`config.mk`:
```
export PLATFORM = sky130hd
export DESIGN_NAME = cia_back
export DESIGN_NICKNAME = d
export VERILOG_FILES = /design/src/design/cia_pkg.sv /design/src/design/cia_back.sv
export SDC_FILE = /design/constraint.sdc
export NUM_CORES = 1
export LEC_CHECK = 0
export ABC_AREA = 1
export ABC_CLOCK_PERIOD_IN_PS = 2300
export BUFFER_PORTS_ARGS = -buffer_cell sky130_fd_sc_hd__buf_2
export CORE_MARGIN = 3
export CORE_UTILIZATION = 54
export CTS_CLUSTER_DIAMETER = 30
export DETAILED_ROUTE_END_ITERATION = 8
export PLACE_DENSITY = 0.83
export RECOVER_POWER = 50
export SLEW_MARGIN = 0
export SYNTH_ARGS = -nofsm -noshare
export SYNTH_HDL_FRONTEND = slang
export SYNTH_SLANG_ARGS = --single-unit
```
`constraint.sdc`:
```
create_clock -name clock -period 2.3 [get_ports clock]
set_input_delay 0.115 -clock clock [delete_from_list [all_inputs] [get_ports clock]]
set_output_delay 0.115 -clock clock [all_outputs]
set_load 0.01 [all_outputs]
```
`src/design/cia_pkg.sv`:
```
// cia_pkg: types, codes and constants of the checked integer ALU.
// No dependencies.
package cia_pkg;
   localparam int WIDTH = 32;
   localparam int DEPTH = WIDTH + 2;   // pipeline stages from entry to output register

   typedef enum logic [2:0] {
      ACT_ADD = 3'd0, ACT_SUB = 3'd1, ACT_MUL = 3'd2,
      ACT_DIV = 3'd3, ACT_REM = 3'd4, ACT_MOD = 3'd5
   } action_type;

   typedef enum logic [2:0] {
      ST_OK = 3'd0, ST_HIGH = 3'd1, ST_LOW = 3'd2, ST_MUL = 3'd3, ST_DZERO = 3'd4
   } status_type;

   // Operation carried down the pipe next to the divider state.
   typedef struct packed {
      logic [2:0]       act;
      logic             sa;
      logic             sb;
      logic [WIDTH-1:0] ma;
      logic [WIDTH-1:0] mb;
      logic [WIDTH-1:0] fast_val;   // add/sub/mul result
      logic [2:0]       fast_st;
   } op_type;

   typedef struct packed {
      logic [WIDTH-1:0] rem;
      logic [WIDTH-1:0] quo;   // dividend bits shift out, quotient bits shift in
   } div_type;
endpackage

```
`src/design/cia_back.sv`:
```
// cia_back: final selection of value and status, output register.
// Depends on cia_pkg.
module cia_back import cia_pkg::*; (
   input  logic             clock,
   input  logic             reset,
   input  logic             advance,
   input  logic             in_valid,
   input  op_type           in_op,
   input  div_type          in_div,
   output logic             out_valid,
   output logic [WIDTH-1:0] out_value,
   output logic [2:0]       out_status
);
   logic             v_ff;
   logic [WIDTH-1:0] val_ff, val;
   logic [2:0]       st_ff, st;
   logic [WIDTH-1:0] q, r;
   logic             neg;

   assign q   = in_div.quo;
   assign r   = in_div.rem;
   assign neg = in_op.sa != in_op.sb;

   // pick the result by action
   always_comb begin
      val = '0;
      st  = ST_OK;
      case (in_op.act)
         ACT_ADD, ACT_SUB, ACT_MUL: begin
            val = in_op.fast_val;
            st  = in_op.fast_st;
         end
         ACT_DIV, ACT_REM, ACT_MOD: begin
            if (in_op.mb == '0) st = ST_DZERO;
            else if (in_op.act == ACT_DIV) begin
               if (!neg && q[WIDTH-1]) st = ST_HIGH;
               else val = neg ? (~q + 1'b1) : q;
            end else if (in_op.act == ACT_REM) begin
               val = in_op.sa ? (~r + 1'b1) : r;
            end else if (r != '0) begin
               val = in_op.sa ? (in_op.mb - r) : r;
            end
         end
         default: ;
      endcase
   end

   always_ff @(posedge clock) begin
      if (reset) v_ff <= 1'b0;
      else if (advance) v_ff <= in_valid;
      if (advance) begin
         val_ff <= val;
         st_ff  <= st;
      end
   end

   assign out_valid  = v_ff;
   assign out_value  = val_ff;
   assign out_status = st_ff;
endmodule

```
---- Word-level counts from Yosys, hierarchy flattened ----
Cells that the tools add are included.
word-level totals
  bits of input ports ..................... 172
  bits in latches ......................... 0
  memories kept ........................... 0
  bits in writable memories ............... 0
  ROM bits ................................ 0
  register bits after elaboration ......... 36
cells by class
  bitwise logic cells ..................... 2
  reduce and logical (&&, ||, !) cells .... 7
  equality and inequality tests ........... 6
  add/subtract/negate cells ............... 3
  mux-type cells .......................... 13
  divide/modulo/power cells ............... 0
  multiply operators ...................... 0
  order comparisons ....................... 0
  shift operators ......................... 0
operators with widths
  kind                     count
  $mux W32                 8
  $add A32 B1 Y32 const B  2
  $not A32 Y32             2
  $pmux W32 S2             1
  $logic_not A32 Y1        1
  $reduce_bool A32 Y1      1
  $sub A32 B32 Y32         1
  $eq A3 B2 Y1 const B     2
  $eq A3 B3 Y1 const B     2
  $pmux W3 S2              1
  $reduce_or A3 Y1         2
  $eq A3 B1 Y1 const B     1
  $logic_not A3 Y1         1
  $mux W3                  1
  $mux W1                  2
  $logic_and A1 B1 Y1      1
  $logic_not A1 Y1         1
  $ne A1 B1 Y1             1

---- Logic depth before layout (Yosys ltp) ----
  depth after elaboration ................. 7
  gate-level depth with buffers ........... 19

---- Worst setup path after synthesis ----
OpenSTA, ideal clock, no wires.
  kind .................................... input -> register
  start point ............................. in in_op[35] (netlist bit)
  end point ............................... reg val_ff[28], in the netlist out_value[28], data pin
  data arrival time ....................... 1,686 ps
  setup time .............................. 252 ps
  stages .................................. 17
  required time ........................... 2,048 ps
  path slack .............................. 362 ps
  cells stage by stage .................... inv_1 > ha_1 > fa_1 > inv_1 > nand3_1 > nand3_1 > nand3_1 > nand3_1 > nand2_1 > nand3_1 > nand3_1 > nand2_1 > nand2_1 > nand2_1 > nand2_1 > nand2_1 > nand2_1
on the way
  cells in the longest elaborated chain, start to end .. 7
  elaborated cells between the ends (all ways) .. 8
ends and longest elaborated chain
  what                    line            text
  start: declaration      cia_back.sv:8   input op_type in_op,
  $sub A32 B32 Y32        cia_back.sv:41  val = in_op.sa ? (in_op.mb - r) : r;
  $mux W32                cia_back.sv:41
  $mux W32                cia_back.sv:40  end else if (r != '0) begin
  $mux W32                cia_back.sv:38  end else if (in_op.act == ACT_REM) begin
  $mux W32                cia_back.sv:35  else if (in_op.act == ACT_DIV) begin
  $mux W32 *              cia_back.sv:34  if (in_op.mb == '0) st = ST_DZERO;
  $pmux W32 S2 *          cia_back.sv:28  case (in_op.act)
  named net val[28]       cia_back.sv:15  logic [WIDTH-1:0] val_ff, val;
  end signal: assignment  cia_back.sv:52  val_ff <= val;
  end: declaration        cia_back.sv:15
Mark *: on every way through the listed nets, which the timed path passes. The rest lies on a longest branch.
A chain may end at the register's enable or synchronous reset.

---- Worst setup path in the final report ----
  start point ............................. in in_div[32] (netlist bit)
  end point ............................... reg val_ff[8], in the netlist out_value[8], data pin
on the way
  cells in the longest elaborated chain, start to end .. 7
  elaborated cells between the ends (all ways) .. 11
ends and longest elaborated chain
  what                                                     line                            text
  start: declaration                                       cia_back.sv:9                   input div_type in_div,
  $sub A32 B32 Y32 / $not A32 Y32 (equally long branches)  cia_back.sv:41, cia_back.sv:39
  $mux W32 / $add A32 B1 Y32 (equally long branches)       cia_back.sv:41, cia_back.sv:39
  $mux W32 (on tied branches)                              cia_back.sv:40, cia_back.sv:39
  $mux W32 *                                               cia_back.sv:38
  $mux W32 *                                               cia_back.sv:35
  $mux W32 *                                               cia_back.sv:34
  $pmux W32 S2 *                                           cia_back.sv:28
  named net val[8]                                         cia_back.sv:15
Marked as above.

==> impl_metrics.yaml <==
layout:
  finalNetCount: 1775
  final_cell_area_um2: 8850
  area.growth.synth_to_final_pct: 25.3
  fraction_of_final_layout_cells_with_drive_strength_greater_than_1_pct: 18.3
  antenna_cells: 0
  finalCoreUtilization_pct: 69.6
place:
  io_buffers: 175
  worst_setup_slack_post_dpl_ns: -0.0726
  place.detailed.hpwl_um: 20600
  total_placed_instance_area_um2: 8700
  globalplace.congestion: 0.981
logic_synthesis:
  synth_async_sr_flop_share_pct: 0
  adder_cell_share_of_the_synthesized_area_pct: 6.31
  synth_edf_count: 35
  yosysSeqAreaShare_pct: 15.2
  synthesis.nets: 1535
  netlist_top_cells_count: "nand2_1, inv_1, nor2_1, nand3_1, a21oi_1"
  post-synth-top-count-cell: "nand2_1"
  synthDominantCellAreaShare_pct: 27.3
  synth-compound-area-share_pct: 13.5
  postSynthCellCount: 1328
  synth.ff_latch_count: 36
  yosys-top-cells-area: "nand2_1, edfxtp_1, inv_1"
  syn_avg_cell_area_um2: 5.32
  dominantRegCellSynth: "edfxtp_1"
  synthDominantAreaCellType: "nand2_1"
  portion_of_netlist_area_occupied_by_mux_cells_pct: 0.142
  yosysWarnings: 0
  synth-xor-area-share_pct: 1.49
  synth_cell_type_count: 50
  synth_top_family_by_area: "simple AND/OR/NAND/NOR gates"
  basic_gate_share_of_the_synthesized_area_counting_and_or_nand_and_nor_cells_pct: 49.1
  syn-cell-area_um2: 7060
routing:
  antenna_left: 0
  totalWireLength_um: 24800
  detail_route.iter0.violations: 943
  route.detailed.vias_per_inst: 5.34
  met2RoutedLength_um: 11600
  drt_pre_antenna_iters: 5
  post-route-drc-count: 0
  routed-via-count: 9290
  highest_layer: "met4"
  detailroute.wirelength.met3_um: 1770
  routedLengthMet1_um: 10800
  route.detailed.wl_per_inst_um: 14.2
floorplan:
  die_height_um: 120
  start_util_pct: 55.5
  top_level_ports: 208
  dieArea_um2: 14500
  core_area_um2: 12700
  num_rows: 41
  die_width_um: 120
sta:
  worst_pin_slew_ns: 2.02
  fin_crit_sh_pct: 90.7
  final.setup.worst_slack_ns: 0.215
  skew_ns: 0
  finalWorstPathRequiredPeriod_ns: 2.09
  finalMaxSlewViolations: 37
  timing.max_slew.rel_slack_pct: -34.5
  setup_repair_after_global_routing_missed_its_margin: "no"
  max_freq_ghz: 0.480
  setup_viol: 0
  number_of_hold_slack_violations_in_the_final_timing_report: 0
  hold-worst-slack_ns: 0.0927
power_and_ir_drop:
  comb_power_share_pct: 50.8
  power_frac_clock_pct: 24.0
  power.static_leakage_uw: 0.00511
  vdd.ir_drop.worst_mv: 0.387
  pwr_density_cell_nw_per_um2: 371
  net-switching-power_uw: 1340
  report.power.total_uw: 3280
  power_switching_share_pct: 40.8
  power.share.sequential_pct: 25.2
  p_int_uw: 1940
global_routing:
  grt.overflow.total: 0
  grt_first_pass_wirelength_um: 39000
  first_global_vias: 8256
  grt_antenna_before_repair: 0
  gr-usage-all-layers_pct: 33.1
  grt_max_degree: 57
worst_setup_path:
  critical-path-max-stage-delay_ns: 0.42
  worst-endpoint-arrival_ns: 2.24
  crit_path_max_fanout: 6
  reg2reg_setup_slack_ns: 1.62
  cp.required_ns: 2.46
  cp-start-kind: "input pin"
  end_kind: "flip-flop"
  criticalPathCategory: "in -> reg"
  crit_path_max_delay_cell_type: "o31ai_1"
  crit_chain: "buf_2, ha_1, fa_1, inv_1, nand3_1, nand3_1, a21oi_1, o21ai_0, a21oi_1, o31ai_1, nand2_1, nand2_1"
clock_network:
  cts-root-to-sink-buffers: 2
  cts_htree_levels: 2
  clock_tree_from_tritoncts: "yes"
  cts.repair_timing.setup_buffer_count: 0
  tritoncts.num_buffers: 5
  cts.reportedPaths.clkPinSlew_ns: 0.06
  worstSkewPairLatency_ns: 0.29
  clock_sinks: 36
  clockRootBuffer: "clkbuf_16"
outcome:
  run_status: "finished, violations left"
  failing_checks: "capacitance limit, slew limit"
min_path:
  worstHoldPathType: "in -> reg"
run:
  drv.max_cap_violation_count: 1
[layout make-up]
class / instances / area (um2)
multi-input cells: 1030 / 4980
fillers: 1292 / 3870
repair buffers: 267 / 1560
flip-flops and latches: 36 / 1070
inverters: 228 / 856
well taps: 172 / 215
clock buffers: 5 / 125
clock inverters: 3 / 42.5
[worst paths after layout]
path / end / from / cells past startpoint
setup / recovery: out_value[8]$_DFFE_PP_ / in_div[32] / 12
hold / removal: out_value[2]$_DFFE_PP_ / in_op[5] / 3
setup reg to reg: out_valid$_SDFFE_PP0P_ / out_valid$_SDFFE_PP0P_ / 2
hold reg to reg: out_valid$_SDFFE_PP0P_ / out_valid$_SDFFE_PP0P_ / 2
[registers in the layout, summed over array words and instances (netlist names)]
signal / cells
out_status: 3
out_valid: 1
out_value: 32
[routing by layer]
| layer | vias up | GRT usage [%] |
|---|---|---|
| li1 | 4713 | - |
| met3 | 53 | 3.60 |
| met5 | - | 0 |
| met1 | 4099 | 43.5 |
| met2 | 425 | 57.6 |
| met4 | 0 | 9.49 |
[logic make-up (layout without fill, tap and decap cells)]
logic type               Yosys count  in the layout
AND/OR/NAND/NOR                  814            814
buffers and inverters            262            503
AO/OA/AOI/OAI                    168            168
flip-flops                        36             36
adder cells (fa/ha/maj)           35             35
XOR/XNOR                          12             12
multiplexers                       1              1
[power by group through the flow]
stage,Combinational (uW),Sequential (uW),Clock (uW)
floorplan,940,879,0
global placement,1620,836,0
detailed placement,1650,839,0
CTS,1660,826,793
global route,1860,833,815
finish,1670,828,787
[critical path: cells and delay by family]
family,cells,cell delay [ns]
buffers and inverters,2,0.26
AND/OR/NAND/NOR,4,0.49
adder cells (fa/ha/maj),2,0.59
AO/OA/AOI/OAI,4,0.76
[placed cells by master (no fill, tap or decap), drive strengths merged, types with 6 or more instances in the layout]
cell type and n:
edfxtp 35, nand3 111, inv 228, clkbuf 31, nand4 14, o211ai 14
a31oi 6, nor3 25, o21ai 68, nor4 11, a21oi 60, nand2 513
nor2 127, xor2 9, ha 34, buf 240
[through the flow]
step / TNS [ns] / cells
final: 0 / 1741
after global routing: 0 / 1741
after CTS: 0 / 1741
after detailed placement: -0.171 / 1732
after global placement: 0 / 1732
after floorplan: 0 / 1328
[timing repair]
action / in CTS / in global routing
hold buffers: 1 / 0
resized for setup: 0 / 0
hold endpoints to repair: 1 / 0
Power figures use the tool's default switching activity.
