[config.mk]
export PLATFORM = sky130hd
export DESIGN_NAME = cia_front
export DESIGN_NICKNAME = d
export VERILOG_FILES = /design/src/design/cia_pkg.sv /design/src/design/cia_front.sv
export SDC_FILE = /design/constraint.sdc
export NUM_CORES = 2
export LEC_CHECK = 0
export BUFFER_PORTS_ARGS = -buffer_cell sky130_fd_sc_hd__clkbuf_2
export CORE_UTILIZATION = 48
export DETAILED_ROUTE_END_ITERATION = 10
export SLEW_MARGIN = 20
export SYNTH_ARGS = -nofsm -noshare
export SYNTH_HDL_FRONTEND = slang
export SYNTH_SLANG_ARGS = --single-unit
[constraint.sdc]
create_clock -name clock -period 13.54 [get_ports clock]
set_clock_uncertainty 0.15 [all_clocks]
set_input_delay 0.677 -clock clock [delete_from_list [all_inputs] [get_ports clock]]
set_output_delay 0.677 -clock clock [all_outputs]
set_load 0.01 [all_outputs]
[src/design/cia_pkg.sv]
// cia_pkg: types, codes and constants of the checked integer ALU.
// No dependencies.
package cia_pkg;
   localparam int WIDTH = 32;
   localparam int DEPTH = WIDTH + 2;   // pipeline stages from entry to output register

   typedef enum logic [2:0] {
      ACT_ADD = 3'd0, ACT_SUB = 3'd1, ACT_MUL = 3'd2,
      ACT_DIV = 3'd3, ACT_REM = 3'd4, ACT_MOD = 3'd5
   } action_type;

   typedef enum logic [2:0] {
      ST_OK = 3'd0, ST_HIGH = 3'd1, ST_LOW = 3'd2, ST_MUL = 3'd3, ST_DZERO = 3'd4
   } status_type;

   // Operation carried down the pipe next to the divider state.
   typedef struct packed {
      logic [2:0]       act;
      logic             sa;
      logic             sb;
      logic [WIDTH-1:0] ma;
      logic [WIDTH-1:0] mb;
      logic [WIDTH-1:0] fast_val;   // add/sub/mul result
      logic [2:0]       fast_st;
   } op_type;

   typedef struct packed {
      logic [WIDTH-1:0] rem;
      logic [WIDTH-1:0] quo;   // dividend bits shift out, quotient bits shift in
   } div_type;
endpackage

[src/design/cia_front.sv]
// cia_front: stage-one decode; add, subtract and a split multiply.
// Depends on cia_pkg.
module cia_front import cia_pkg::*; (
   input  logic             clock,
   input  logic             reset,
   input  logic             advance,
   input  logic             in_valid,
   input  logic [2:0]       action,
   input  logic [WIDTH-1:0] operand_a,
   input  logic [WIDTH-1:0] operand_b,
   output logic             out_valid,
   output op_type           out_op
);
   localparam int H = WIDTH / 2;

   logic             sa, sb;
   logic [WIDTH-1:0] ma, mb, sum, dif;
   logic [2:0]       st;
   logic [WIDTH-1:0] val;
   // stage-one registers
   logic             v1_ff;
   logic [2:0]       act1_ff;
   logic             sa1_ff, sb1_ff;
   logic [WIDTH-1:0] ma1_ff, mb1_ff, val1_ff;
   logic [2:0]       st1_ff;
   logic [WIDTH-1:0] pll_ff, plh_ff, phl_ff, phh_ff;
   // multiply combine
   logic [2*WIDTH:0] prod;
   logic             neg;
   logic [WIDTH-1:0] lim, mval;
   logic             movf;

   assign sa  = operand_a[WIDTH-1];
   assign sb  = operand_b[WIDTH-1];
   assign ma  = sa ? (~operand_a + 1'b1) : operand_a;
   assign mb  = sb ? (~operand_b + 1'b1) : operand_b;
   assign sum = operand_a + operand_b;
   assign dif = operand_a - operand_b;

   // judge add and subtract
   always_comb begin
      st  = ST_OK;
      val = '0;
      if (action == ACT_ADD) begin
         if (sa == sb && sum[WIDTH-1] != sa) st = sa ? ST_LOW : ST_HIGH;
         else val = sum;
      end else if (action == ACT_SUB) begin
         if (sa != sb && dif[WIDTH-1] != sa) st = sa ? ST_LOW : ST_HIGH;
         else val = dif;
      end
   end

   // register the decoded operands, add/sub result and half-width partial products
   always_ff @(posedge clock) begin
      if (reset) v1_ff <= 1'b0;
      else if (advance) v1_ff <= in_valid;
      if (advance) begin
         act1_ff <= action;
         sa1_ff  <= sa;
         sb1_ff  <= sb;
         ma1_ff  <= ma;
         mb1_ff  <= mb;
         val1_ff <= val;
         st1_ff  <= st;
         pll_ff  <= ma[H-1:0] * mb[H-1:0];
         plh_ff  <= ma[H-1:0] * mb[WIDTH-1:H];
         phl_ff  <= ma[WIDTH-1:H] * mb[H-1:0];
         phh_ff  <= ma[WIDTH-1:H] * mb[WIDTH-1:H];
      end
   end

   // combine partials and judge the product
   always_comb begin
      prod = {1'b0, phh_ff, pll_ff}
           + ({{(WIDTH+1){1'b0}}, plh_ff} << H)
           + ({{(WIDTH+1){1'b0}}, phl_ff} << H);
      neg  = sa1_ff != sb1_ff;
      lim  = neg ? {1'b1, {(WIDTH-1){1'b0}}} : {1'b0, {(WIDTH-1){1'b1}}};
      movf = (prod[2*WIDTH:WIDTH] != '0) || (prod[WIDTH-1:0] > lim);
      mval = neg ? (~prod[WIDTH-1:0] + 1'b1) : prod[WIDTH-1:0];
   end

   assign out_valid       = v1_ff;
   assign out_op.act      = act1_ff;
   assign out_op.sa       = sa1_ff;
   assign out_op.sb       = sb1_ff;
   assign out_op.ma       = ma1_ff;
   assign out_op.mb       = mb1_ff;
   assign out_op.fast_val = (act1_ff == ACT_MUL) ? (movf ? '0 : mval) : val1_ff;
   assign out_op.fast_st  = (act1_ff == ACT_MUL) ? (movf ? ST_MUL : ST_OK) : st1_ff;
endmodule

After elaboration in Yosys (flattened, before gate mapping):

Index checks and enable logic that the tools add are counted.

* add/sub/neg operators: 7
* $mul: 4
* magnitude comparators: 1
* eq/ne operators: 7
* mux-type cells: 17
* bitwise gates (word level): 3
* reductions and logical operators: 5

Operator list (count)
* two-way mux 32 bit: 10
* multiplier 16 x 16 -> 32 bit: 4
* adder 32 x 1 -> 32 bit, second input constant: 3
* inverter 32 bit: 3
* adder 64 x 48 -> 65 bit: 1
* adder 65 x 48 -> 65 bit: 1
* nonzero test 33 bit: 1
* adder 32 bit: 1
* greater-than comparator 32 bit: 1
* subtractor 32 bit: 1
* two-way mux 2 bit: 6
* inequality test 1 bit: 4
* == test 3 x 1 -> 1 bit, second input constant: 1
* == test 3 x 2 -> 1 bit, second input constant: 1
* logical NOT 3 bit: 1
* two-way mux 3 bit: 1
* logical AND 1 bit: 2
* == test 1 bit: 1
* logical OR 1 bit: 1

* flip-flop bits (word level): 233
* bits of input ports: 71
* output and inout port bits: 105
* word-level logic and storage cells: 56

Logic depth before layout (Yosys ltp):

* depth after elaboration: 7
* mapped depth: 36
* gate-level depth less buffers: 34

Worst setup path after synthesis:

No wires, ideal clock.

* path type: input to register
* start: input port operand_a[0]
* end: register phl_ff[30] (data pin)
* arrival time: 9.208 ns
* required time: 13.132 ns
* slack: 3.924 ns
* stages on the path: 34
* buffers on the path: 3
* cells stage by stage: clkbuf_1 > inv_1 > clkbuf_1 > ha_1 > nand2_1 > or3_1 > or4_1 > or2_2 > o41a_1 > xnor2_2 > inv_1 > buf_1 > nand2_1 > fa_1 > fa_1 > fa_1 > fa_1 > inv_1 > fa_1 > inv_1 > fa_1 > inv_1 > ha_1 > a21o_1 > a21o_1 > a21oi_1 > o21ai_0 > and2_1 > o21ai_0 > a21oi_1 > o41ai_1 > o21bai_1 > a21oi_1 > xnor2_1

* word-level cells in the longest chain between the ends: 4

Ends and longest elaborated chain
* from (decl): RTL line cia_front.sv:9 `input logic [WIDTH-1:0] operand_a,`
* inverter 32 bit: RTL line cia_front.sv:35 `assign ma = sa ? (~operand_a + 1'b1) : operand_a;`
* adder 32 x 1 -> 32 bit: RTL line cia_front.sv:35
* two-way mux 32 bit: RTL line cia_front.sv:35
* named net ma[24]: RTL line cia_front.sv:17 `logic [WIDTH-1:0] ma, mb, sum, dif;`
* multiplier 16 x 16 -> 32 bit: RTL line cia_front.sv:67 `phl_ff <= ma[WIDTH-1:H] * mb[H-1:0];`
* to (signal assigned): RTL line cia_front.sv:67
* to (decl): RTL line cia_front.sv:26 `logic [WIDTH-1:0] pll_ff, plh_ff, phl_ff, phh_ff;`

The timed path passes the listed nets, and every way through them passes these cells.
A chain may end at the register's enable or synchronous reset.

Worst setup path in the final report:

* start: input port operand_a[0]
* end: register phl_ff[30] (data pin)

* word-level cells in the longest chain between the ends: 4

Ends and longest elaborated chain (RTL line)
* inverter 32 bit: cia_front.sv:35
* adder 32 x 1 -> 32 bit: cia_front.sv:35
* two-way mux 32 bit: cia_front.sv:35
* multiplier 16 x 16 -> 32 bit: cia_front.sv:67

Every way passes these cells.

==> flow_metrics.env <==
export IMPL_nets=7080
export IMPL_preCtsSetupSlack_ns=2.728
export IMPL_grtUsageTotal_pct=33.28
export IMPL_rsz0062_at_grt="false"
export IMPL_setup_viol=0
export IMPL_path_common_cell="fa_1"
export IMPL_cts_sinks=232
export IMPL_setup_ws_ns=3.163
export IMPL_drt_iter0_markers=3442
export IMPL_dieArea_um2=103500
export IMPL_hpwl_mm=131.3
export IMPL_die_w_um=321.7
export IMPL_drc=0
export IMPL_grt_max_degree=74
export IMPL_root_buffer="clkbuf_16"
export IMPL_post_drt_wl_per_cell_um=23.92
export IMPL_crit_path_end_kind="register"
export IMPL_antenna_found_initial=14
export IMPL_stdcell_area_um2=52930
export IMPL_io_buffers=174
export IMPL_core_um2=100700
export IMPL_maxSlewViolCount=0
export IMPL_ys_warn_count=0
export IMPL_synthToLayoutAreaGrowth_pct=7.869
export IMPL_grt_overflow_total=0
export IMPL_cp_slowest_cell="xnor2_2"
export IMPL_fmax_mhz=96.37
export IMPL_htree_levels=1
export IMPL_cp_arrival_ns=10.63
export IMPL_startpoint_type="input port"
export IMPL_place_congestion=0.9590
export IMPL_cts_buffer_depth=3
export IMPL_postPlaceCellArea_um2=51820
export IMPL_cts_tree="done"
export IMPL_ff2ff_setup_slack_ns=12.80
export IMPL_numCtsBuffers=31
export IMPL_slowest_delay_ns=0.73
export IMPL_cts_hold_buffers=1
export IMPL_wirelength_mm=168.4
export IMPL_rows=116
export IMPL_status="finished clean"
export IMPL_post_cts_buffers=0
export IMPL_hold_viol_final=0
export IMPL_synth_cell_types=84
export IMPL_io_pins=176
export IMPL_cp_max_fo=21
export IMPL_cts_resized=0
export IMPL_firstDrtPassIters=6
export IMPL_detail_route_antenna_nets=0
export IMPL_clk_pin_slew_worst_paths_ns=0.06
export IMPL_initial_core_util_pct=48.72
export IMPL_synth_area_um2=49070
export IMPL_final_common_cell="inv_1"
export IMPL_tightestPinTransition_ns=1.142
export IMPL_layout_drive_gt1_share_pct=7.133
export IMPL_final_cell_mix="inv_1 (1029), fa_1 (811), nand2_1 (723)"
export IMPL_period_share_pct=76.64
export IMPL_fp_dieH_um=321.7
export IMPL_drv_cap=0
export IMPL_synth_seq_cells=232
export IMPL_ys_seq_area_share_pct=14.18
export IMPL_postSynthAreaPerCell_um2=8.819
export IMPL_synth_edff_count=231
export IMPL_critPathKind="in -> reg"
export IMPL_min_path_type="in -> reg"
export IMPL_synth_cells=5564
export IMPL_via_per_inst=5.723
export IMPL_whs_ns=0.09577
export IMPL_via_count=40290
export IMPL_grt_pass1_wl_mm=255.9
export IMPL_grt_pass1_vias=41160
export IMPL_crit_required_ns=13.79
export IMPL_synth_nets=6991
export IMPL_slew_headroom_pct=23.76
export IMPL_clk_latency_ns=0.67
export IMPL_async_reset_ff_share_pct=0
export IMPL_post_route_min_period_ns=10.38
export IMPL_yosys_most_used_dff="edfxtp_1"
export IMPL_finalSetupTns_ns=0
## stage by stage
| step | instances | utilization, % |
|---|---|---|
| finish | 7040 | 52.55 |
| global route | 7039 | 52.55 |
| CTS | 7035 | 52.54 |
| detailed placement | 6976 | 51.45 |
| global placement | 6976 | 51.45 |
| floorplan | 5564 | - |
## layout make-up
cell class | instances | area [um2]
repair buffers | 280 | 1679
diodes | 5 | 12.51
fillers | 9640 | 47800
multi-input cells | 4057 | 37550
flip-flops and latches | 232 | 6957
clock buffers | 34 | 807.0
inverters | 1051 | 3945
well taps | 1357 | 1698
clock inverters | 24 | 277.8
## cells by family after synthesis
group	Yosys count	share of synthesized area, %
compound gates	742	9.901
xor+xnor	219	3.924
flops	232	14.18
buf+inv	1275	9.794
simple gates	1723	14.88
mux	16	0.3366
fa+ha+maj	1356	46.98
other cells	1	0.007642
## synthesized netlist by cell type (all sizes together) (16+ instances only)
library cell,n,area share (%)
nand4,36,0.46
inv,1035,7.9
nand3,46,0.47
xor2,78,1.4
ha,545,14
edfxtp,231,14
nand2b,44,0.56
a211oi,22,0.35
and3,19,0.24
nor4,16,0.20
nor2,649,5.0
o31ai,29,0.44
a21o,84,1.3
buf,23,0.22
a221oi,23,0.41
o21ai,155,1.6
xnor2,141,2.5
o21bai,31,0.47
or2,18,0.23
o21a,35,0.54
a21oi,206,2.1
clkbuf,201,1.5
or3,31,0.40
nor3,52,0.53
nor2b,30,0.38
a31oi,20,0.25
fa,811,33
clkinv,16,0.12
and2,20,0.25
nand2,723,5.5
## worst max-delay path, delay by kind of cell
family | cells | cell delay, ns
AOI/OAI and AO/OA | 10 | 2.41
xor gates and xnor gates | 2 | 0.81
adders and majority gates | 8 | 3.52
buffers and inverters | 7 | 1.32
and+or+nand+nor | 6 | 1.86
## per-layer routing
metal | part of all wire, % | global-route usage [%] | vias up | wire (um)
met5 | 0.012 | 0 | - | 20
li1 | - | - | 17860 | -
met4 | 3.8 | 11.74 | 2 | 6451
met3 | 9.8 | 6.143 | 330 | 16540
met1 | 43 | 47.31 | 20200 | 72550
met2 | 43 | 50.76 | 1897 | 72810
## sequential cells by signal, summed over array words and instances, names as in the netlist
| name | flops |
|---|---|
| act1_ff | 3 |
| mb1_ff | 32 |
| out_valid | 1 |
| sa1_ff | 1 |
| pll_ff | 32 |
| st1_ff | 2 |
| plh_ff | 32 |
| phh_ff | 32 |
| ma1_ff | 32 |
| val1_ff | 32 |
| sb1_ff | 1 |
| phl_ff | 32 |
## path summary, 6_finish.rpt
kind,start,to,depth (start not counted)
max,operand_a[0],phl_ff[30],33
min,in_valid,out_valid,3
max reg2reg,out_valid,out_valid,2
min reg2reg,out_valid,out_valid,2
Power is not shown: default switching activity piles up to over one toggle a cycle in this logic, so the estimate is an artifact.
