File: src/design/cia_pkg.sv
// cia_pkg: types, codes and constants of the checked integer ALU.
// No dependencies.
package cia_pkg;
   localparam int WIDTH = 32;
   localparam int DEPTH = WIDTH + 2;   // pipeline stages from entry to output register

   typedef enum logic [2:0] {
      ACT_ADD = 3'd0, ACT_SUB = 3'd1, ACT_MUL = 3'd2,
      ACT_DIV = 3'd3, ACT_REM = 3'd4, ACT_MOD = 3'd5
   } action_type;

   typedef enum logic [2:0] {
      ST_OK = 3'd0, ST_HIGH = 3'd1, ST_LOW = 3'd2, ST_MUL = 3'd3, ST_DZERO = 3'd4
   } status_type;

   // Operation carried down the pipe next to the divider state.
   typedef struct packed {
      logic [2:0]       act;
      logic             sa;
      logic             sb;
      logic [WIDTH-1:0] ma;
      logic [WIDTH-1:0] mb;
      logic [WIDTH-1:0] fast_val;   // add/sub/mul result
      logic [2:0]       fast_st;
   } op_type;

   typedef struct packed {
      logic [WIDTH-1:0] rem;
      logic [WIDTH-1:0] quo;   // dividend bits shift out, quotient bits shift in
   } div_type;
endpackage

File: src/design/cia_divstage.sv
// cia_divstage: one restoring-division step of the pipelined divider.
// Depends on cia_pkg.
module cia_divstage import cia_pkg::*; (
   input  logic    clock,
   input  logic    reset,
   input  logic    advance,
   input  logic    in_valid,
   input  op_type  in_op,
   input  div_type in_div,
   output logic    out_valid,
   output op_type  out_op,
   output div_type out_div
);
   logic             v_ff;
   op_type           op_ff;
   div_type          div_ff;
   logic [WIDTH:0]   trial;
   logic [WIDTH:0]   diff;
   div_type          nxt;

   // shift in one dividend bit, subtract if it fits
   always_comb begin
      trial = {in_div.rem, in_div.quo[WIDTH-1]};
      diff  = trial - {1'b0, in_op.mb};
      nxt.rem = diff[WIDTH] ? trial[WIDTH-1:0] : diff[WIDTH-1:0];
      nxt.quo = {in_div.quo[WIDTH-2:0], ~diff[WIDTH]};
   end

   always_ff @(posedge clock) begin
      if (reset) v_ff <= 1'b0;
      else if (advance) v_ff <= in_valid;
      if (advance) begin
         op_ff  <= in_op;
         div_ff <= nxt;
      end
   end

   assign out_valid = v_ff;
   assign out_op    = op_ff;
   assign out_div   = div_ff;
endmodule

File: config.mk
export PLATFORM = sky130hd
export DESIGN_NAME = cia_divstage
export DESIGN_NICKNAME = d
export VERILOG_FILES = /design/src/design/cia_pkg.sv /design/src/design/cia_divstage.sv
export SDC_FILE = /design/constraint.sdc
export NUM_CORES = 1
export LEC_CHECK = 0
export ABC_AREA = 1
export CAP_MARGIN = 0
export CORE_MARGIN = 8
export CORE_UTILIZATION = 60
export CTS_CLUSTER_SIZE = 8
export DETAILED_ROUTE_END_ITERATION = 7
export DONT_BUFFER_PORTS = 1
export HOLD_SLACK_MARGIN = 0.1
export PLACE_DENSITY = 0.76
export SKIP_CTS_REPAIR_TIMING = 1
export SYNTH_ARGS = -nofsm -noshare
export SYNTH_HDL_FRONTEND = slang
export SYNTH_SLANG_ARGS = --single-unit
File: constraint.sdc
create_clock -name clock -period 2.6 [get_ports clock]
set_input_delay 0.52 -clock clock [delete_from_list [all_inputs] [get_ports clock]]
set_output_delay 0.52 -clock clock [all_outputs]
set_load 0.05 [all_outputs]
Yosys cells after proc, flatten, opt, wreduce, memory -nomap -nowiden:

Cells that the tools add are included.

* register bits after elaboration: 169
* input port bits: 172
* output and inout bits: 169
* logic and storage cells: 13

* add/sub/neg operators: 1
* muxes and demuxes: 1
* bitwise gates (word level): 1

Operators with widths (number)
* $sub A33 B32 Y33: 1
* $mux W32: 1
* $not A1 Y1: 1

Logic depth before layout (Yosys ltp):

Gate-level depths: netlist of run 1.

* word-level depth: 2
* gate-level depth with buffers: 17
* depth with buffers taken out: 16

Least setup slack after synthesis of run 1:

Ideal clock, no wire load.

* path kind: input -> register
* from: input port in_div[31] in the netlist's numbering
* to: register div_ff (netlist bit out_div[45]) (data pin)
* setup time: 252 ps
* arrival: 2105 ps
* required time: 2348 ps
* path slack: 243 ps
* cell stages on the path: 16
* buffers on the path: 1
* cell sequence: inv_1 > ha_1 > fa_1 > inv_1 > nand2_1 > nand2_1 > nand3_1 > nand2_2 > nand2_2 > nand2_2 > nand2_4 > nand3_2 > nand2_8 > buf_12 > nand2_1 > nand2_1

RTL lines
* start: declaration: line cia_divstage.sv:9 `input div_type in_div,`
* end signal: assignment: line cia_divstage.sv:34 `div_ff <= nxt;`
* end: declaration: line cia_divstage.sv:16 `div_type div_ff;`

==> run summary, run 1 <==
status: finished clean
syn nets: 1059
CTS buffer count: 17
Adder-Cell Fraction of Synth Area: 0.0503
yosys warns: 0
DPL Wire Length: 20400 um
CP max stage delay: 420 ps
Synth Area in Compound Gates: 0.0231
Clock Skew: 0 ps
Sw Share: 0.355
clock-pin slew on the worst setup and hold paths: 70 ps
Critical Path RT: 2770 ps
initial DRC count: 576
Seq cells post-synth: 169
worst path buffer plus inverter count: 2
I/O pins: 341
Root Buffer: clkbuf_16
Min-Delay Path Class: in2reg
layout filler cell count: 1027
Via density: 5.41
antenna violations before repair: 2
DRT Pass-1 Iters: 5
vias in the first global route: 5802
crit-path most repeated cell: nand2_1
FF-to-FF End: out_valid
switching power: 2.74 mW
Clk pwr share: 0.329
Starting Density: 0.609
Max Fclk: 452 MHz
Tightest Pin Transition: 642 ps
WL met3: 2360 um
# placed instances: 1039
Int Power: 4.98 mW
via count: 5796
Synth Cell Area: 0.00835 mm2
CTS max path bufs: 2
Site Rows: 43
critical path, cell by cell: inv_1, ha_1, fa_1, inv_1, nand2_1, nand2_1, nand3_1, nand2_2, nand2_2, nand2_2, nand2_4, nand3_1, nand2_4, nand2_1, nand2_1
Min-Delay Endpoint: out_valid
final hold violations: 0
Area Overhead vs Synth: 9.92%
syn_area_per_cell: 9.78 um2
met1 WL: 9480 um
largest net degree at the start of global routing: 170
PwrDens: 841 mW/mm2
mux share of post-synthesis cell area: 0.00120
placer congestion estimate: 0.855
element type at the critical path end: flip-flop
post-synthesis simple-gate area fraction: 0.222
htree depth: 4
cell depth of the worst flop-to-flop path: 2
Cell variety after synth: 32
combinational cell fraction of total power: 0.110
DR WL met2: 12700 um
CP max-delay cell: fa_1
Synth Area in XOR/XNOR: 0.0157
share of layout cells above drive strength 1: 0.0932
RSZ-0062 raised after global routing: no
grt ovf: 0
multi-input gate area in the final layout: 0.00261 mm2
commonest non-fill, non-tap cell in the layout: nand2_1
die span in x: 134 um
commonest cells after routing, fill and taps aside: 315 x nand2_1, 168 x edfxtp_1, 153 x inv_1, 39 x nor2_1, 32 x ha_1
Critical Path AT: 2380 ps
R2R Path Start: out_valid
hold path start: reset
peak supply drop: 447 uV
WL final: 25100 um
first-pass GRT wire length: 36600 um
core area: 0.0137 mm2
max-slew violation count: 0
Die Ht: 134 um
# DRC: 0
final core occ: 0.669
post-synthesis sequential area ratio: 0.606
GRT Resource Usage Total: 0.276
MaxCap Viol Count: 0
clk_lat worst skew: 430 ps
CTS tree: built
ANT cells: 0
reg-to-reg slack, setup: 1670 ps
WL per Instance: 23.4 um
DIE AREA: 0.0180 mm2
Non-Filler Instances: 1071
IO Port Bufs: 0
Sink Count: 169
Tmin final: 2210 ps
worst-path maximum fanout: 32
final setup fails: 0
main combinational cell family by area after synthesis: simple AND/OR/NAND/NOR gates
Setup CP Type: in2reg
Flop pwr share: 0.562
hold path cells: 1
Post-Syn Instances: 854
fin nets: 1083
post-route ant nets: 0
largest delay contributor family on the critical path: simple AND/OR/NAND/NOR gates
final worst-path cycle share: 0.852
DR top layer: met5
Worst Setup Start Kind: input port
Reg area: 0.00506 mm2
Slew HR: 0.573
leakage: 4.32 nW
==> worst max path at each step <==
stage,from,end,slack (ps),depth (start not counted)
2_1_floorplan,in_div[31],out_div[45],240,16
3_3_place_gp,in_op[42],out_div[57],90,12
3_5_place_dp,in_div[31],out_div[46],-50,15
4_1_cts,in_div[31],out_div[46],400,15
5_1_grt,in_div[31],out_div[46],240,15
6_report,in_div[31],out_div[46],390,15
==> logic make-up after synthesis <==
| kind of cell | count (synthesis) |
|---|---|
| DFF | 169 |
| xor gates and xnor gates | 15 |
| and+or+nand+nor | 439 |
| adders and majority gates | 33 |
| AOI/OAI and AO/OA | 32 |
| muxes | 1 |
| buffers and inverters | 165 |
==> cells in the mapped netlist, drive strengths merged <==
cell type | count | area (um2)
clkinv | 1 | 3.75
inv | 158 | 593
or2 | 2 | 12.5
edfxtp | 168 | 5040
ha | 32 | 400
and3 | 1 | 6.26
dfxtp | 1 | 20.0
o21bai | 7 | 52.6
and2 | 4 | 25.0
nand2 | 345 | 1400
nand3b | 2 | 15.0
xnor2 | 1 | 8.76
buf | 6 | 80.1
a21oi | 25 | 140
nand4 | 8 | 50.1
fa | 1 | 20.0
nor3 | 6 | 30.0
xor2 | 14 | 123
mux2i | 1 | 10.0
nand3 | 31 | 160
nor2 | 40 | 153
==> through the flow <==
step           hold slack, ps  setup WS [ps]  power (mW)  TNS [ps]  instance area, um2
4_1_cts                   135            402        7.75         0                9180
2_1_floorplan             592            243        4.95         0                8350
6_report                  151            385        7.72         0                9180
3_5_place_dp              598          -47.9        5.24      -181                8580
5_1_grt                   135            242        7.96         0                9180
3_3_place_gp              594           90.7        5.20         0                8580
==> cell type report <==
class                      count  area share
multi-input combinational    520       0.284
clock inverter                15      0.0191
sequential                   169       0.552
clock buffer                  17      0.0463
timing repair buffer          11     0.00900
tap                          180      0.0245
inverter                     159      0.0650
==> power groups by stage <==
stage | logic, mW | clock network [mW] | registers (mW)
2_1_floorplan | 0.646 | 0 | 4.31
6_report | 0.847 | 2.54 | 4.34
3_3_place_gp | 0.811 | 0 | 4.39
5_1_grt | 0.958 | 2.65 | 4.35
4_1_cts | 0.843 | 2.56 | 4.35
3_5_place_dp | 0.836 | 0 | 4.40
==> per-layer routing <==
metal	vias up	track usage
met3	34	0.109
met4	4	0.0767
met5	-	0
li1	2767	-
met1	2694	0.316
met2	297	0.470
==> registers in the layout, indices dropped and copies added (netlist names) <==
name,flops
out_valid,1
out_div,64
out_op,104
Power figures use the tool's default switching activity.
==> inputs of run 2 (changes only) <==
==> constraint.sdc (replaced) <==
create_clock -name clock -period 2.45 [get_ports clock]
set_input_delay 0.49 -clock clock [delete_from_list [all_inputs] [get_ports clock]]
set_output_delay 0.49 -clock clock [all_outputs]
set_load 0.05 [all_outputs]
==> run summary, run 2 (synthesis gave the netlist of run 1 again) <==
first-pass GRT wire length: 37400 um (+2.2%)
crit-path most repeated cell: nand2_1
Area Overhead vs Synth: 11.4%
Via density: 5.51 (+1.8%)
PwrDens: 889 mW/mm2 (+5.7%)
element type at the critical path end: flip-flop
fin nets: 1099 (+1.5%)
RSZ-0062 raised after global routing: no
WL per Instance: 23.6 um (+0.83%)
Critical Path AT: 2320 ps (-60 ps)
Flop pwr share: 0.556 (-0.006)
leakage: 4.40 nW (+1.9%)
DPL Wire Length: 20800 um (+2.2%)
max reg flops: 104 (unchanged)
Tightest Pin Transition: 610 ps (-32.4 ps)
via count: 5996 (+3.5%)
Critical Path Start: in_div[31]
DIE AREA: 0.0180 mm2 (unchanged)
commonest non-fill, non-tap cell in the layout: nand2_1
Sink Count: 169 (unchanged)
# DRC: 0 (unchanged)
vias in the first global route: 5791 (-0.19%)
Critical Path RT: 2630 ps (-140 ps)
worst path buffer plus inverter count: 2 (unchanged)
DRT Pass-1 Iters: 5 (unchanged)
reg-to-reg slack, setup: 1500 ps (-170 ps)
Max Fclk: 466 MHz
worst-path maximum fanout: 32 (unchanged)
Non-Filler Instances: 1088 (+1.6%)
Int Power: 5.32 mW (+6.8%)
Starting Density: 0.609 (unchanged)
initial DRC count: 673 (+17%)
Site Rows: 43 (unchanged)
final core occ: 0.678 (+0.00921)
I/O pins: 341 (unchanged)
largest net degree at the start of global routing: 170 (unchanged)
Fin Hold WS: 121 ps (-30.5 ps)
cell depth of the worst flop-to-flop path: 2 (unchanged)
GRT Resource Usage Total: 0.282 (+0.00574)
status: finished clean
IO Port Bufs: 0 (unchanged)
worst setup path end: out_div[49]
placer congestion estimate: 0.871 (+1.9%)
Min-Delay Path Class: in2reg
layout filler cell count: 1022 (-0.49%)
commonest cells after routing, fill and taps aside: 315 x nand2_1, 168 x edfxtp_1, 153 x inv_1, 39 x nor2_1, 32 x ha_1
clk_lat worst skew: 430 ps (about the same)
FF-to-FF End: out_valid
final hold violations: 0 (unchanged)
R2R Path Start: out_valid
Die Ht: 134 um (unchanged)
Root Buffer: clkbuf_16
core area: 0.0137 mm2 (unchanged)
switching power: 2.96 mW (+7.8%)
htree depth: 4 (unchanged)
peak supply drop: 468 uV (+4.8%)
MaxCap Viol Count: 0 (unchanged)
CTS tree: built
post-route ant nets: 0 (unchanged)
Clock Skew: 0 ps (unchanged)
clock-pin slew on the worst setup and hold paths: 70 ps (about the same)
largest delay contributor family on the critical path: simple AND/OR/NAND/NOR gates
Worst Setup Start Kind: input port
CP Depth: 15 (unchanged)
CTS buffer count: 17 (unchanged)
max-slew violation count: 0 (unchanged)
CP max-delay cell: fa_1
share of layout cells above drive strength 1: 0.109 (+0.0160)
final setup fails: 0 (unchanged)
Slew HR: 0.594 (+0.0216)
grt ovf: 0 (unchanged)
antenna violations before repair: 1 (-1)
combinational cell fraction of total power: 0.113 (+0.003)
Tmin final: 2150 ps
critical path, cell by cell: inv_1, ha_1, fa_1, inv_1, nand2_1, nand2_1, nand3_1, nand2_2, nand2_2, nand2_2, nand2_4, nand3_1, nand2_4, nand2_1, nand2_1
CTS max path bufs: 2 (unchanged)
WL final: 25700 um (+2.4%)
CP max stage delay: 400 ps (-20 ps)
Setup CP Type: in2reg
die span in x: 134 um (unchanged)
final worst-path cycle share: 0.877
Clk pwr share: 0.330 (about the same)
Sw Share: 0.358 (+0.00224)
# placed instances: 1055 (+1.5%)
[run 2: cell types whose count changed in the layout (fill, tap and decap cells not counted)]
| cell | previous run | this run |
|---|---|---|
| inv_8 | 4 | 5 |
| diode_2 | 0 | 1 |
| inv_6 | 4 | 2 |
| buf_4 | 11 | 27 |
| clkinv_4 | 2 | 4 |
| clkinvlp_4 | 2 | 1 |
[run 2: power by group through the flow]
stage	sequential, mW	combinational, mW	clock, mW
6_report	4.60	0.937	2.73
3_5_place_dp	4.67	0.924	0
3_3_place_gp	4.66	0.893	0
5_1_grt	4.62	1.06	2.83
2_1_floorplan	4.57	0.685	0
4_1_cts	4.62	0.931	2.74
[run 2: layout make-up]
| cell class | count | area [um2] | share of cell area |
|---|---|---|---|
| antenna | 1 | 2.50 | 0.000269 |
| clock buffer | 17 | 425 | 0.0457 |
| clock inverter | 15 | 179 | 0.0192 |
| inverter | 159 | 597 | 0.0641 |
| multi-input combinational | 520 | 2610 | 0.280 |
| sequential | 169 | 5060 | 0.544 |
| tap | 180 | 225 | 0.0242 |
| timing repair buffer | 27 | 203 | 0.0218 |
[run 2: worst min path at each step]
stage                     start         to  slack, ps  cells after the start
final                     reset  out_valid        120                      1
after global routing      reset  out_valid        110                      1
after CTS                 reset  out_valid        110                      1
after detailed placement  reset  out_valid        570                      1
after global placement    reset  out_valid        560                      1
after floorplan           reset  out_valid        560                      1
[run 2: through the flow]
stage	setup slack (ps)	cell area (um2)	total power, mW	setup TNS [ps]
final	302	9310	8.27	0
after global routing	114	9300	8.50	0
after CTS	280	9300	8.28	0
after detailed placement	-173	8700	5.60	-3410
after global placement	15.3	8700	5.55	0
after floorplan	123	8350	5.26	0
[run 2: per-layer routing]
layer	wire length [um]	GRT usage	vias to the layer above	share of wire
met2	12900	0.481	331	0.50
met3	2760	0.101	32	0.11
li1	-	-	2797	-
met1	9440	0.329	2834	0.37
met5	13	0	-	0.00051
met4	505	0.0774	2	0.020
[run 2: worst register-to-register path, cell delays in order (launching register included)]
cell and delay, ps:
dfxtp_1 650, mux2i_1 140, nor2_1 100
